### src/rtl/ter_pkg.sv
// Shared constants and widths for the tensor extrapolation realizability block.
package ter_pkg;
    localparam int NUM_COMP  = 10;
    localparam int IDX_W     = 4;
    localparam int VAL_W     = 32;
    localparam int SQ_W      = 64;
    localparam int ROOT_W    = 32;
    localparam int NUM_W     = 60;
    localparam int MUL_W     = 33;
    localparam int PROD_W    = 66;
    localparam int ACC_W     = 100;
    localparam int ADDR_W    = 3;

    localparam logic [IDX_W-1:0] COMP_CHI = 4'd0;
    localparam logic [IDX_W-1:0] COMP_X   = 4'd1;
    localparam logic [IDX_W-1:0] COMP_A   = 4'd4;
    localparam logic [IDX_W-1:0] COMP_B   = 4'd5;
    localparam logic [IDX_W-1:0] COMP_C   = 4'd6;
    localparam logic [IDX_W-1:0] COMP_D   = 4'd7;
    localparam logic [IDX_W-1:0] COMP_E   = 4'd8;
    localparam logic [IDX_W-1:0] COMP_F   = 4'd9;
    localparam logic [IDX_W-1:0] COMP_LAST = 4'd9;

    localparam logic REG_RATIO = 1'b0;
    localparam logic REG_FULL  = 1'b1;

    localparam logic signed [VAL_W-1:0] Q_ONE     = 32'sh1000_0000;
    localparam logic [ROOT_W-1:0]       NORM_MIN  = 32'h0800_0000;
    localparam logic signed [VAL_W-1:0] VAL_MAX   = 32'sh7FFF_FFFF;
    localparam logic signed [VAL_W-1:0] VAL_MIN   = 32'sh8000_0000;
    localparam logic [VAL_W-1:0]        CNT_MAX   = 32'hFFFF_FFFF;
endpackage

### src/rtl/ter_sqrt.sv
// Iterative integer square root, one result bit per cycle.
module ter_sqrt (
    input  logic                        i_clk,
    input  logic                        i_rst_n,
    input  logic                        i_start,
    input  logic [ter_pkg::SQ_W-1:0]    i_radicand,
    output logic                        o_done,
    output logic [ter_pkg::ROOT_W-1:0]  o_root
);
    import ter_pkg::*;

    logic              r_busy, n_busy;
    logic              r_done, n_done;
    logic [4:0]        r_cnt, n_cnt;
    logic [SQ_W-1:0]   r_rem, n_rem;
    logic [SQ_W-1:0]   r_res, n_res;
    logic [SQ_W-1:0]   r_bit, n_bit;
    logic [SQ_W-1:0]   trial;

    assign trial = r_res + r_bit;

    always_comb begin
        n_busy = r_busy;
        n_done = 1'b0;
        n_cnt  = r_cnt;
        n_rem  = r_rem;
        n_res  = r_res;
        n_bit  = r_bit;
        if (i_start) begin
            n_busy = 1'b1;
            n_cnt  = '0;
            n_rem  = i_radicand;
            n_res  = '0;
            n_bit  = {2'b01, {(SQ_W-2){1'b0}}};
        end else if (r_busy) begin
            if (r_rem >= trial) begin
                n_rem = r_rem - trial;
                n_res = (r_res >> 1) + r_bit;
            end else begin
                n_res = r_res >> 1;
            end
            n_bit = r_bit >> 2;
            n_cnt = r_cnt + 5'd1;
            if (r_cnt == 5'd31) begin
                n_busy = 1'b0;
                n_done = 1'b1;
            end
        end
    end

    always_ff @(posedge i_clk) begin
        if (!i_rst_n) begin
            r_busy <= 1'b0;
            r_done <= 1'b0;
            r_cnt  <= '0;
        end else begin
            r_busy <= n_busy;
            r_done <= n_done;
            r_cnt  <= n_cnt;
        end
        r_rem <= n_rem;
        r_res <= n_res;
        r_bit <= n_bit;
    end

    assign o_done = r_done;
    assign o_root = r_res[ROOT_W-1:0];
endmodule

### config.mk
export PLATFORM = sky130hd
export DESIGN_NAME = ter_sqrt
export DESIGN_NICKNAME = d
export VERILOG_FILES = /design/src/rtl/ter_pkg.sv /design/src/rtl/ter_sqrt.sv
export SDC_FILE = /design/constraint.sdc
export NUM_CORES = 1
export LEC_CHECK = 0
export BUFFER_PORTS_ARGS = -buffer_cell sky130_fd_sc_hd__buf_2
export CAP_MARGIN = 10
export CORE_MARGIN = 2
export CORE_UTILIZATION = 64
export CTS_BUF_LIST = sky130_fd_sc_hd__clkbuf_8
export DETAILED_ROUTE_END_ITERATION = 6
export GPL_ROUTABILITY_DRIVEN = 0
export PLACE_DENSITY_LB_ADDON = 0.15
export SYNTH_ARGS = -nofsm -noshare
export SYNTH_HDL_FRONTEND = slang
export SYNTH_SLANG_ARGS = --single-unit
### constraint.sdc
create_clock -name i_clk -period 12 [get_ports i_clk]
set_clock_uncertainty 0.05 [all_clocks]
set_input_delay 2.4 -clock i_clk [delete_from_list [all_inputs] [get_ports i_clk]]
set_output_delay 2.4 -clock i_clk [all_outputs]
set_load 0.05 [all_outputs]
==> metrics.txt <==
status=finished, final reports clean; number of gates resized after cts=0; DP Wirelength=33.8 mm; max cap viols=0; sequential-to-total area share from yosys stat=25.0%; CP Capture Type=flip-flop; reg-to-reg slack, setup=4.78 ns; CTS Sinks=167; CP max FO=64; PortBufs=99; clock transition at the registers of the reported paths=0.11 ns; Post-synth EDFFs=64; Vias/cell=6.62; Final nets=2208; grt total ovfl=0; Critical R2R Capture=r_rem[62]; Leakage Power=6.49 nW; wire length per cell=19.2 µm; syn avg cell area=7.88 µm²; total power=0.00331 W; min-delay worst type=reg2reg; via count=15500; reg2reg path depth=21; Synth Cell Area=0.0159 mm²; Setup Buffers After CTS=0; yosys warns=0; Routed WL=45.0 mm; Area growth syn-to-layout=4.07%; crit path from=r_res[2]; Slew HR=41.3%; Starting Density=65.4%; CTS buffer count=17; DRT Pass-1 Iters=5; Site Rows=57; GRT Resource Usage Total=34.3%; largest net degree at the start of global routing=90; Yosys reg bits=167; vias in the first global route=14700; Setup TNS=0 ns; Root Driver=clkbuf_8; CP Launch Type=flip-flop; clk_lat worst skew=0.50 ns; Mapped Cells=2024; asr flop ratio synth=0%; layout cells sized above 1=10.0%; # IOs=100; first-pass GRT wire length=73.6 mm; Synth cell types=94; Synth Net Count=2224; Longest Clk Path Bufs=2; reg2reg start=r_res[2]; H-tree levels=4; ANT cells=0; crit path kind=reg2reg; die width=162 µm; fin. max-slew vios=0; Worst EP arrival=7.29 ns; Iteration-0 DRC Markers=1510; CTS tree=done; Slew @ Worst Pin=0.858 ns; Layout Utilization=68.0%; Setup Viol. Count Final=0; Final Hold Fails=0; CP Data Required Time=12.07 ns; RSZ-0062 raised after global routing=no; min cycle time layout=7.22 ns; die height=162 µm; cts hold-fix bufs=0; pwr dens=200 mW/mm²; post-route ant nets=0; maximum vdd ir drop=0.000133 V; most used flip-flop cell after synthesis=dfxtp_1; initial antenna violation count=0; period utilisation layout=60.1%; CORE AREA=0.0244 mm²; Worst Setup EP=r_rem[62]; drt drc=0; Die ar.=0.0262 mm²; max frequency=139 MHz
## worst min-delay path by stage
stage / start / slack, ns / endpoint / cells past startpoint
after floorplan: r_cnt[4] / 0.42 / r_cnt[4] / 2
after global placement: r_cnt[4] / 0.43 / r_cnt[4] / 2
after detailed placement: r_cnt[4] / 0.44 / r_cnt[4] / 2
after CTS: r_res[0] / 0.46 / r_res[0] / 2
after global routing: r_res[0] / 0.49 / r_res[0] / 2
final: r_res[0] / 0.46 / r_res[0] / 2
## per-layer routing
layer	GRT usage, %	part of all wire (%)	up-vias
li1	-	-	7438
met4	14.3	3.9	0
met3	7.05	7.9	145
met1	44.4	43	7251
met2	55.8	46	690
met5	0	0	-
## where the power goes
| group | total [W] | switching [W] | internal [W] |
|---|---|---|---|
| Clock | 0.000403 | 0.000248 | 0.000154 |
| Sequential | 0.000885 | 0.000120 | 0.000765 |
| Combinational | 0.00202 | 0.00129 | 0.000735 |
| Total | 0.00331 | 0.00166 | 0.00165 |
## state kept, by name (all words and copies together) (netlist names)
name / cells
r_cnt: 5
r_bit: 32
r_busy: 1
r_res: 64
o_done: 1
r_rem: 64
## placed cells by master, fill, tap and decap left out, drive strengths merged, types with 22 or more instances in the layout
| cell type | count |
|---|---|
| a31oi | 56 |
| nor3 | 38 |
| buf | 110 |
| dfxtp | 103 |
| xnor2 | 72 |
| a211oi | 45 |
| a21o | 40 |
| o21ai | 172 |
| o211ai | 24 |
| ha | 132 |
| xor2 | 79 |
| inv | 58 |
| nand4 | 50 |
| nor2 | 178 |
| mux2i | 46 |
| and2 | 22 |
| nand2 | 226 |
| and3 | 33 |
| nand3 | 49 |
| a21oi | 131 |
| edfxtp | 64 |
## area by class of cell
| type | count | area [µm²] |
|---|---|---|
| timing repair buffer | 110 | 584 |
| fill | 2153 | 7800 |
| multi-input combinational | 1662 | 11100 |
| tap | 324 | 405 |
| inverter | 50 | 188 |
| clock inverter | 14 | 116 |
| sequential | 167 | 3990 |
| clock buffer | 18 | 248 |
## stage by stage
| step | instances | instance area (µm²) | hold WS, ns | setup WS, ns |
|---|---|---|---|---|
| floorplan | 2024 | 15900 | 0.417 | 2.25 |
| global placement | 2313 | 16200 | 0.434 | 5.13 |
| detailed placement | 2313 | 16200 | 0.444 | 4.97 |
| CTS | 2345 | 16600 | 0.465 | 4.92 |
| global route | 2345 | 16600 | 0.485 | 4.41 |
| finish | 2345 | 16600 | 0.461 | 4.78 |
## synthesized netlist by cell type (all sizes together), types with 5 or more instances
master,instances,area share [%]
a2111oi,6,0.46
a211o,5,0.27
a211oi,45,2.2
a21boi,9,0.42
a21o,40,1.9
a21oi,131,4.1
a221oi,15,0.86
a311oi,21,1.2
a31o,16,0.88
a31oi,56,2.2
and2,22,0.86
and3,33,1.3
buf,61,2.5
clkbuf,84,2.0
dfxtp,103,13
edfxtp,64,12
ha,132,10
inv,50,1.2
mux2,6,0.42
mux2i,46,2.9
nand2,226,5.4
nand2b,16,0.63
nand3,49,1.5
nand4,50,2.0
nor2,178,4.2
nor2b,14,0.55
nor3,38,1.4
nor3b,5,0.24
o2111ai,11,0.71
o211ai,24,1.1
o21a,14,0.67
o21ai,172,5.4
o21bai,20,0.94
o221ai,5,0.38
o31a,5,0.27
o31ai,17,0.92
or2,9,0.35
or3,21,0.82
xnor2,72,4.0
xor2,79,4.3
## cells by family after synthesis
| kind of cell | Yosys count | share of synthesized area [%] |
|---|---|---|
| AND/OR/NAND/NOR | 681 | 20.3 |
| AO/OA/AOI/OAI | 645 | 26.9 |
| buffers and inverters | 195 | 5.69 |
| flip-flops | 167 | 25.0 |
| multiplexers | 52 | 3.31 |
| adder cells (fa/ha/maj) | 133 | 10.5 |
| XOR/XNOR | 151 | 8.29 |
## worst max-delay path: stages (launching register included)
cell and delay (ns):
dfxtp_1 0.47, ha_1 0.31, a31oi_1 0.35, a211oi_1 0.27, a2111oi_1 0.69, o21a_2 0.33, o21ai_1 0.13, a31o_2 0.30
a211oi_2 0.31, o21bai_1 0.13, xnor2_1 0.15, ha_1 0.45, nand2_1 0.09, o21a_1 0.20, o31a_1 0.33, o21ai_0 0.18
a21oi_1 0.19, o2111ai_4 0.15, buf_4 0.36, nand2_4 0.38, o21ai_4 0.24, buf_4 0.68
No activity file was read; power rests on OpenSTA's default activity.
