## src/rtl/ter_pkg.sv

```systemverilog
// Shared constants and widths for the tensor extrapolation realizability block.
package ter_pkg;
    localparam int NUM_COMP  = 10;
    localparam int IDX_W     = 4;
    localparam int VAL_W     = 32;
    localparam int SQ_W      = 64;
    localparam int ROOT_W    = 32;
    localparam int NUM_W     = 60;
    localparam int MUL_W     = 33;
    localparam int PROD_W    = 66;
    localparam int ACC_W     = 100;
    localparam int ADDR_W    = 3;

    localparam logic [IDX_W-1:0] COMP_CHI = 4'd0;
    localparam logic [IDX_W-1:0] COMP_X   = 4'd1;
    localparam logic [IDX_W-1:0] COMP_A   = 4'd4;
    localparam logic [IDX_W-1:0] COMP_B   = 4'd5;
    localparam logic [IDX_W-1:0] COMP_C   = 4'd6;
    localparam logic [IDX_W-1:0] COMP_D   = 4'd7;
    localparam logic [IDX_W-1:0] COMP_E   = 4'd8;
    localparam logic [IDX_W-1:0] COMP_F   = 4'd9;
    localparam logic [IDX_W-1:0] COMP_LAST = 4'd9;

    localparam logic REG_RATIO = 1'b0;
    localparam logic REG_FULL  = 1'b1;

    localparam logic signed [VAL_W-1:0] Q_ONE     = 32'sh1000_0000;
    localparam logic [ROOT_W-1:0]       NORM_MIN  = 32'h0800_0000;
    localparam logic signed [VAL_W-1:0] VAL_MAX   = 32'sh7FFF_FFFF;
    localparam logic signed [VAL_W-1:0] VAL_MIN   = 32'sh8000_0000;
    localparam logic [VAL_W-1:0]        CNT_MAX   = 32'hFFFF_FFFF;
endpackage

```

## src/rtl/ter_div.sv

```systemverilog
// Restoring divider, one quotient bit per cycle.
module ter_div (
    input  logic                        i_clk,
    input  logic                        i_rst_n,
    input  logic                        i_start,
    input  logic [ter_pkg::NUM_W-1:0]   i_num,
    input  logic [ter_pkg::ROOT_W-1:0]  i_den,
    output logic                        o_done,
    output logic [ter_pkg::NUM_W-1:0]   o_quot
);
    import ter_pkg::*;

    logic              r_busy, n_busy;
    logic              r_done, n_done;
    logic [5:0]        r_cnt, n_cnt;
    logic [NUM_W-1:0]  r_num, n_num;
    logic [ROOT_W:0]   r_rem, n_rem;
    logic [ROOT_W-1:0] r_den, n_den;
    logic [ROOT_W:0]   rem_sh;
    logic              q_bit;

    assign rem_sh = {r_rem[ROOT_W-1:0], r_num[NUM_W-1]};
    assign q_bit  = (rem_sh >= {1'b0, r_den});

    always_comb begin
        n_busy = r_busy;
        n_done = 1'b0;
        n_cnt  = r_cnt;
        n_num  = r_num;
        n_rem  = r_rem;
        n_den  = r_den;
        if (i_start) begin
            n_busy = 1'b1;
            n_cnt  = '0;
            n_num  = i_num;
            n_rem  = '0;
            n_den  = i_den;
        end else if (r_busy) begin
            n_rem = q_bit ? (rem_sh - {1'b0, r_den}) : rem_sh;
            n_num = {r_num[NUM_W-2:0], q_bit};
            n_cnt = r_cnt + 6'd1;
            if (r_cnt == 6'(NUM_W-1)) begin
                n_busy = 1'b0;
                n_done = 1'b1;
            end
        end
    end

    always_ff @(posedge i_clk) begin
        if (!i_rst_n) begin
            r_busy <= 1'b0;
            r_done <= 1'b0;
            r_cnt  <= '0;
        end else begin
            r_busy <= n_busy;
            r_done <= n_done;
            r_cnt  <= n_cnt;
        end
        r_num <= n_num;
        r_rem <= n_rem;
        r_den <= n_den;
    end

    assign o_done = r_done;
    assign o_quot = r_num;
endmodule

```

## config.mk

```make
export PLATFORM = sky130hd
export DESIGN_NAME = ter_div
export DESIGN_NICKNAME = d
export VERILOG_FILES = /design/src/rtl/ter_pkg.sv /design/src/rtl/ter_div.sv
export SDC_FILE = /design/constraint.sdc
export NUM_CORES = 1
export LEC_CHECK = 0
export BUFFER_PORTS_ARGS = -buffer_cell sky130_fd_sc_hd__buf_4
export CAP_MARGIN = 20
export CORE_MARGIN = 4
export CORE_UTILIZATION = 35
export DETAILED_ROUTE_END_ITERATION = 12
export PLACE_DENSITY = 0.69
export SLEW_MARGIN = 20
export SYNTH_ARGS = -nofsm -noshare
export SYNTH_HDL_FRONTEND = slang
export SYNTH_SLANG_ARGS = --single-unit
```

## constraint.sdc

```tcl
create_clock -name i_clk -period 2.7 [get_ports i_clk]
set_input_delay 0.27 -clock i_clk [delete_from_list [all_inputs] [get_ports i_clk]]
set_output_delay 0.27 -clock i_clk [all_outputs]
set_load 0.02 [all_outputs]
```

==> key figures, run 1 <==
Clocking
  – CTS buffer count: 17
  – Clock latency on the worst-skew pair: 0.42 ns
  – Reg clk slew, reported paths: 0.06 ns
  – # clock sinks: approximately 130
  – CTS max path bufs: 2
  – Root buffer cell: clkbuf_16
  – Htree depth: 4
  – CTS tree: built

Detailed routing
  – Vias per Instance: 5.187
  – Drt drc: 0
  – Routed WL: 21110 um
  – Number of routed nets with antenna violations: 0
  – Wire length per cell: 17.50 um
  – Pre-antenna DRT Iters: 5
  – Routed vias: 6256
  – Iter 0 DRT Violations: 358

Floorplanning
  – Die Wd: 153.0 um
  – Initial core utilization: 0.3593
  – Core ar.: 20490 um2
  – Standard-cell row count: 52
  – Die Ht: 153.0 um
  – I/O pin cnt: 156
  – Die area: 23420 um2

Finish
  – Layout area overhead: 46.54%
  – Fin nets: 1052
  – Multi-input logic area: 3994 um2
  – Layout Cells excl Fill: 1206
  – Fillers: 1773
  – Fin area: roughly 11000 um2
  – Layout cells sized above 1: 0.4904
  – Seq. cell area: 3565 um2
  – # diodes: 0

Timing
  – Unrepaired setup endpoints after global routing: true
  – Fin crit period: 2.758 ns
  – Slew Limit Fails: 0
  – Slew of the pin with the lowest slew margin: 0.7324 ns
  – Tcrit/Tclk final: 1.021
  – Normalized max-slew margin: 0.5117
  – Total negative slack: -0.5207 ns
  – Final worst slack: -0.05783 ns
  – Max Freq: 362.6 MHz
  – Final Hold Viols: 0
  – Hold WS: roughly 0.020 ns
  – Clock skew: 0.01579 ns
  – # setup viols final: 22

Worst setup path
  – Path depth of the worst reg2reg path: 14
  – Reg2reg start: r_den[10]
  – Max FO, Critical Path: 5
  – Critical Path Sink Type: flip-flop
  – Slowest-stage cell, CP: edfxtp_1
  – Critical setup path kind: flip-flop to flip-flop
  – CP cell instances: inv_2 > ha_4 > nand4_1 > buf_4 > nor4_4 > or3_4 > o22ai_4 > a21o_4 > buf_6 > o21ai_4 > buf_12 > clkbuf_16 > nand2_1 > a311oi_2
  – CP startpoint: r_den[10]
  – Flop-to-flop setup slack: -0.06 ns
  – Critical Path AT: 3.08 ns
  – Reg-to-reg critical path endpoint: r_rem[21]
  – CP startpoint kind: flip-flop
  – Critical Path RT: 3.02 ns
  – CP max stage delay: 0.35 ns

Synth
  – Top post-synthesis cells by count: edfxtp_1, nand2_1, mux2_2
  – Syn Inst Count: roughly 670
  – EDFF count, synth: about 90
  – Post-synth top flop: edfxtp_1
  – Area contributors post-synth: edfxtp_1, dfxtp_1, mux2_2, ha_1, a311oi_2
  – Sequential cell area fraction in the yosys report: 0.4839
  – Post-synth top area share: 0.3752
  – Mapped Avg Cell Area: 10.92 um2
  – Yosys warning count: 0
  – Yosys reg bits: around 130
  – Mapped Area: 7363 um2
  – Yosys cell types: 64
  – Fraction of registers with async set/reset: 0
  – Most common cell in the netlist: edfxtp_1
  – Syn_nets: 803
  – Synth area leader: edfxtp_1

Global route
  – Largest net degree at the start of global routing: 61
  – Antenna violations before repair: 0
  – Vias in the first global route: 6268
  – Grt ovf: 0
  – First-pass GRT wire length: 32510 um
  – Tot GR Track Use: 0.1706

Place
  – Pre-CTS WS: -0.1292 ns
  – DP Cell Count: 1146
  – GPL Wtd Cong: 0.8807
  – Dpl hpwl: 14210 um
  – Placed Area: 9365 um2
  – I/O Buffers: ~160

Power
  – Pwr Density: about 630 nW/um2
  – Max VDD drop: 0.0004907 V
  – Static Leakage: 4.354 nW

Hold path
  – Worst Hold Launch: i_den[22]
  – Worst hold path depth: 1
  – Worst Hold Class: primary input to flip-flop
  – WHS Endpoint: r_den[22]

Run
  – Max-cap viol count: 0

Status
  – Outcome: complete, but fails checks
  – Violated checks: negative setup slack
-- layout by cell type (no fill, tap or decap), drive strengths merged, types with 3 or more instances in the layout --
cell,count
buf,254
edfxtp,92
nand2,62
mux2,61
nor2,56
inv,56
a21oi,45
dfxtp,40
ha,33
o21ai,25
clkbuf,20
a311oi,19
xnor2,14
nand3,13
a211oi,12
o211ai,10
o21bai,9
nor3,9
nand4,8
or3,8
o21a,7
xor2,7
a21o,6
nand2b,5
nor4,5
and2,4
or2,4
nor3b,4
and4,4
a21boi,4
clkinv,4
a211o,3
a31oi,3
o31ai,3
-- registers in the layout (all words and copies together), names as in the netlist --
name and cells:
o_done 1, o_quot 60, r_busy 1, r_cnt 6, r_den 32, r_rem 32
-- cell families after synthesis --
group	share of synthesized area
adders and majority gates	0.05879
AOI/OAI and AO/OA	0.1689
DFF	0.4839
muxes	0.09601
buffers and inverters	0.04452
and+or+nand+nor	0.1229
xor gates and xnor gates	0.02498
-- worst max path at each step --
stage,end,slack (ns),depth (start not counted)
global route,r_rem[21],-0.18,14
detailed placement,r_rem[15],-0.13,13
CTS,r_rem[29],-0.003,12
floorplan,r_rem[28],-0.04,11
global placement,r_rem[15],-0.03,13
finish,r_rem[21],-0.06,14
-- final cells by class --
cell class,instances,area share
clock buffers,18,0.03977
clock inverters,14,0.01531
inverters,49,0.01705
multi-input cells,466,0.3701
flip-flops and latches,132,0.3304
well taps,270,0.03131
repair buffers,257,0.1961
-- where the power goes --
part,internal [mW],total (mW),switching [mW]
Combinational,0.931,1.89,0.957
Sequential,2.38,2.50,0.117
Clock,1.39,2.37,0.983
-- critical path: cells and delay by family, from the launching register on --
kind	cells	cell delay, ns
fa+ha+maj	1	0.28
simple gates	4	0.70
compound gates	4	0.68
flops	1	0.35
buf+inv	5	0.65
-- layer usage --
| metal | share of wire | wire length (um) | vias up | track usage |
|---|---|---|---|---|
| met5 | 0 | 0 | - | 0 |
| met4 | 0.017 | 367 | 0 | 0.04115 |
| met3 | 0.093 | 1962 | 37 | 0.07209 |
| met2 | 0.47 | 10010 | 248 | 0.2786 |
| met1 | 0.42 | 8768 | 2971 | 0.2100 |
| li1 | - | - | 3000 | - |
-- per-stage QoR --
step | util | power [mW]
5_1_grt | 0.5265 | 7.085
2_1_floorplan | - | 3.443
6_report | 0.5265 | 6.758
3_3_place_gp | 0.4570 | 4.081
3_5_place_dp | 0.4570 | 4.093
4_1_cts | 0.4993 | 6.583
-- what timing repair did --
item / CTS / global route
buffers inserted: 10 / 14
gates resized for setup: 21 / 76
endpoints found under the hold margin: 1 / 0
hold buffers: 1 / 0
setup endpoints to repair: 28 / 33
cloned: 1 / 3
pin swaps: 12 / 49
(Power assumes the default switching activity.)
==> run 2, diff against run 1 <==
BUFFER_PORTS_ARGS = default   (was -buffer_cell sky130_fd_sc_hd__buf_4)
CORE_ASPECT_RATIO = 1.2   (was default)
DONT_BUFFER_PORTS = 1   (was default)
PLACE_DENSITY = 0.63   (was 0.69)
==> key figures, run 2 (synthesis results as in run 1) <==
Detailed routing
  – Iter 0 DRT Violations: between 300 and 400
  – Routed vias: 5716
  – Number of routed nets with antenna violations: 0
  – Routed WL: 19950 um
  – Vias per Instance: 5.327
  – Drt drc: 0
  – Wire length per cell: 18.59 um
  – Pre-antenna DRT Iters: 4

Timing
  – Normalized max-slew margin: 0.7252
  – Clock skew: 0.01737 ns
  – # setup viols final: 4
  – Unrepaired setup endpoints after global routing: true
  – Max Freq: 364.5 MHz
  – Final Hold Viols: 0
  – Slew of the pin with the lowest slew margin: 0.4085 ns
  – Tcrit/Tclk final: 1.016
  – Slew Limit Fails: 0
  – Final worst slack: -0.04385 ns
  – Fin crit period: 2.744 ns

Place
  – Dpl hpwl: 13450 um
  – GPL Wtd Cong: 0.7911
  – I/O Buffers: 0
  – Placed Area: 8085 um2
  – DP Cell Count: about 980

Floorplanning
  – Die Wd: 140.4 um
  – I/O pin cnt: 156
  – Initial core utilization: 0.3597
  – Standard-cell row count: 57
  – Die Ht: 166.9 um
  – Core ar.: 20470 um2
  – Die area: approximately 23000 um2

Finish
  – Seq. cell area: 3565 um2
  – Fin nets: 923
  – Layout Cells excl Fill: around 1100
  – Fillers: 1858
  – Fin area: 9681 um2
  – Number of flip-flops under the largest register name: 60
  – Layout cells sized above 1: 0.3445
  – Final core utilization: 0.4730
  – Layout area overhead: 31.47%
  – Most common cell after layout, fill and taps aside: edfxtp_1
  – Most frequent cells in the layout: edfxtp_1, buf_4, mux2_2
  – Multi-input logic area: 3832 um2

Worst setup path
  – Critical Path RT: 3.05 ns
  – Path depth of the worst reg2reg path: 11
  – Critical Path AT: about 3.1 ns
  – CP startpoint kind: flip-flop
  – Reg-to-reg critical path endpoint: r_rem[30]
  – Flop-to-flop setup slack: -0.04 ns
  – Critical Path Sink Type: flip-flop
  – Max FO, Critical Path: 5
  – Reg2reg start: r_den[19]
  – Critical setup path kind: flip-flop to flip-flop

Global route
  – Antenna violations before repair: 1
  – Tot GR Track Use: 0.1657
  – Largest net degree at the start of global routing: 76
  – Grt ovf: 0
  – First-pass GRT wire length: 31220 um
  – Vias in the first global route: 5973

Clocking
  – CTS buffer count: 17
  – Htree depth: 4
  – CTS max path bufs: 2
  – # clock sinks: 132
  – Reg clk slew, reported paths: 0.07 ns
  – CTS tree: built
  – Clock latency on the worst-skew pair: 0.43 ns
  – Root buffer cell: clkbuf_16

Power
  – Static Leakage: 3.686 nW
  – Internal Power: 4.326 mW
  – Pwr Density: between 600 and 700 nW/um2
  – Clock network power share: 0.361
  – Flop pwr share: 0.416
  – Max VDD drop: about 0.00036 V
  – Power share of the combinational group: 0.223
  – Switching Share: 0.3186
  – Switching power: 2.022 mW

Status
  – Outcome: complete, but fails checks
  – Violated checks: negative setup slack

Hold path
  – Worst hold path depth: 1
  – Worst Hold Class: primary input to flip-flop
  – WHS Endpoint: o_quot[14]
  – Worst Hold Launch: i_num[14]

Run
  – Max-cap viol count: 0
[run 2: how the worst max path moves through the flow]
stage               start         to  slack (ns)  depth (start not counted)
2_1_floorplan  o_quot[59]  r_rem[28]       -0.04                         11
3_3_place_gp    r_den[23]  r_rem[31]       -0.02                         11
3_5_place_dp     r_den[0]  r_rem[28]       -0.07                         10
4_1_cts          r_den[6]  r_rem[18]      -0.004                         11
5_1_grt         r_den[20]  r_rem[23]       -0.14                         11
6_report        r_den[19]  r_rem[30]       -0.04                         11
[run 2: worst max-delay path, stage by stage (launching register included)]
cell and delay, ns:
edfxtp_1 0.37, inv_2 0.07, ha_4 0.28, nand4_1 0.23, nor3_2 0.26, o2bb2ai_2 0.17, o22ai_2 0.13, a21o_4 0.22
o21a_4 0.24, buf_12 0.15, or3_4 0.41, o21ai_1 0.12
[run 2: power groups by stage]
stage / sequential (mW) / clock (mW) / combinational, mW
3_5_place_dp: 2.67 / 0 / 1.12
6_report: 2.64 / 2.29 / 1.41
5_1_grt: 2.66 / 2.44 / 1.54
3_3_place_gp: 2.67 / 0 / 1.11
2_1_floorplan: 2.62 / 0 / 0.825
4_1_cts: 2.63 / 2.36 / 1.26
[run 2: metal layers]
layer	wire length [um]	GRT usage	vias to the layer above
met5	0	0	-
met4	456	0.05563	0
met3	1545	0.05965	31
met2	9995	0.2890	208
met1	7953	0.1871	2736
li1	-	-	2741
[run 2: area by class of cell]
| type | count | area share |
|---|---|---|
| multi-input cells | 466 | 0.3959 |
| flip-flops and latches | 132 | 0.3682 |
| repair buffers | 128 | 0.1221 |
| clock buffers | 17 | 0.04394 |
| well taps | 265 | 0.03425 |
| inverters | 49 | 0.01900 |
| clock inverters | 15 | 0.01629 |
| diodes | 1 | 0.0002585 |
[run 2: what timing repair did]
item | 4_1_cts | 5_1_grt
pin swaps | 14 | 22
resized for setup | 16 | 53
setup buffers | 11 | 14
hold endpoints to repair | 91 | 0
gates cloned | 1 | 2
setup endpoints to repair | 8 | 33
hold buffers | 34 | 0
[run 2: stage by stage]
stage	power, mW	setup TNS (ns)	setup WS (ns)	hold slack [ns]
floorplan	3.443	-0.03644	-0.03644	0.3689
global placement	3.779	-0.07244	-0.02275	0.3689
detailed placement	3.788	-0.2915	-0.06984	0.3606
CTS	6.253	-0.005052	-0.003561	0.006364
global route	6.650	-1.755	-0.1426	0.03764
finish	6.349	-0.1481	-0.04385	0.05184
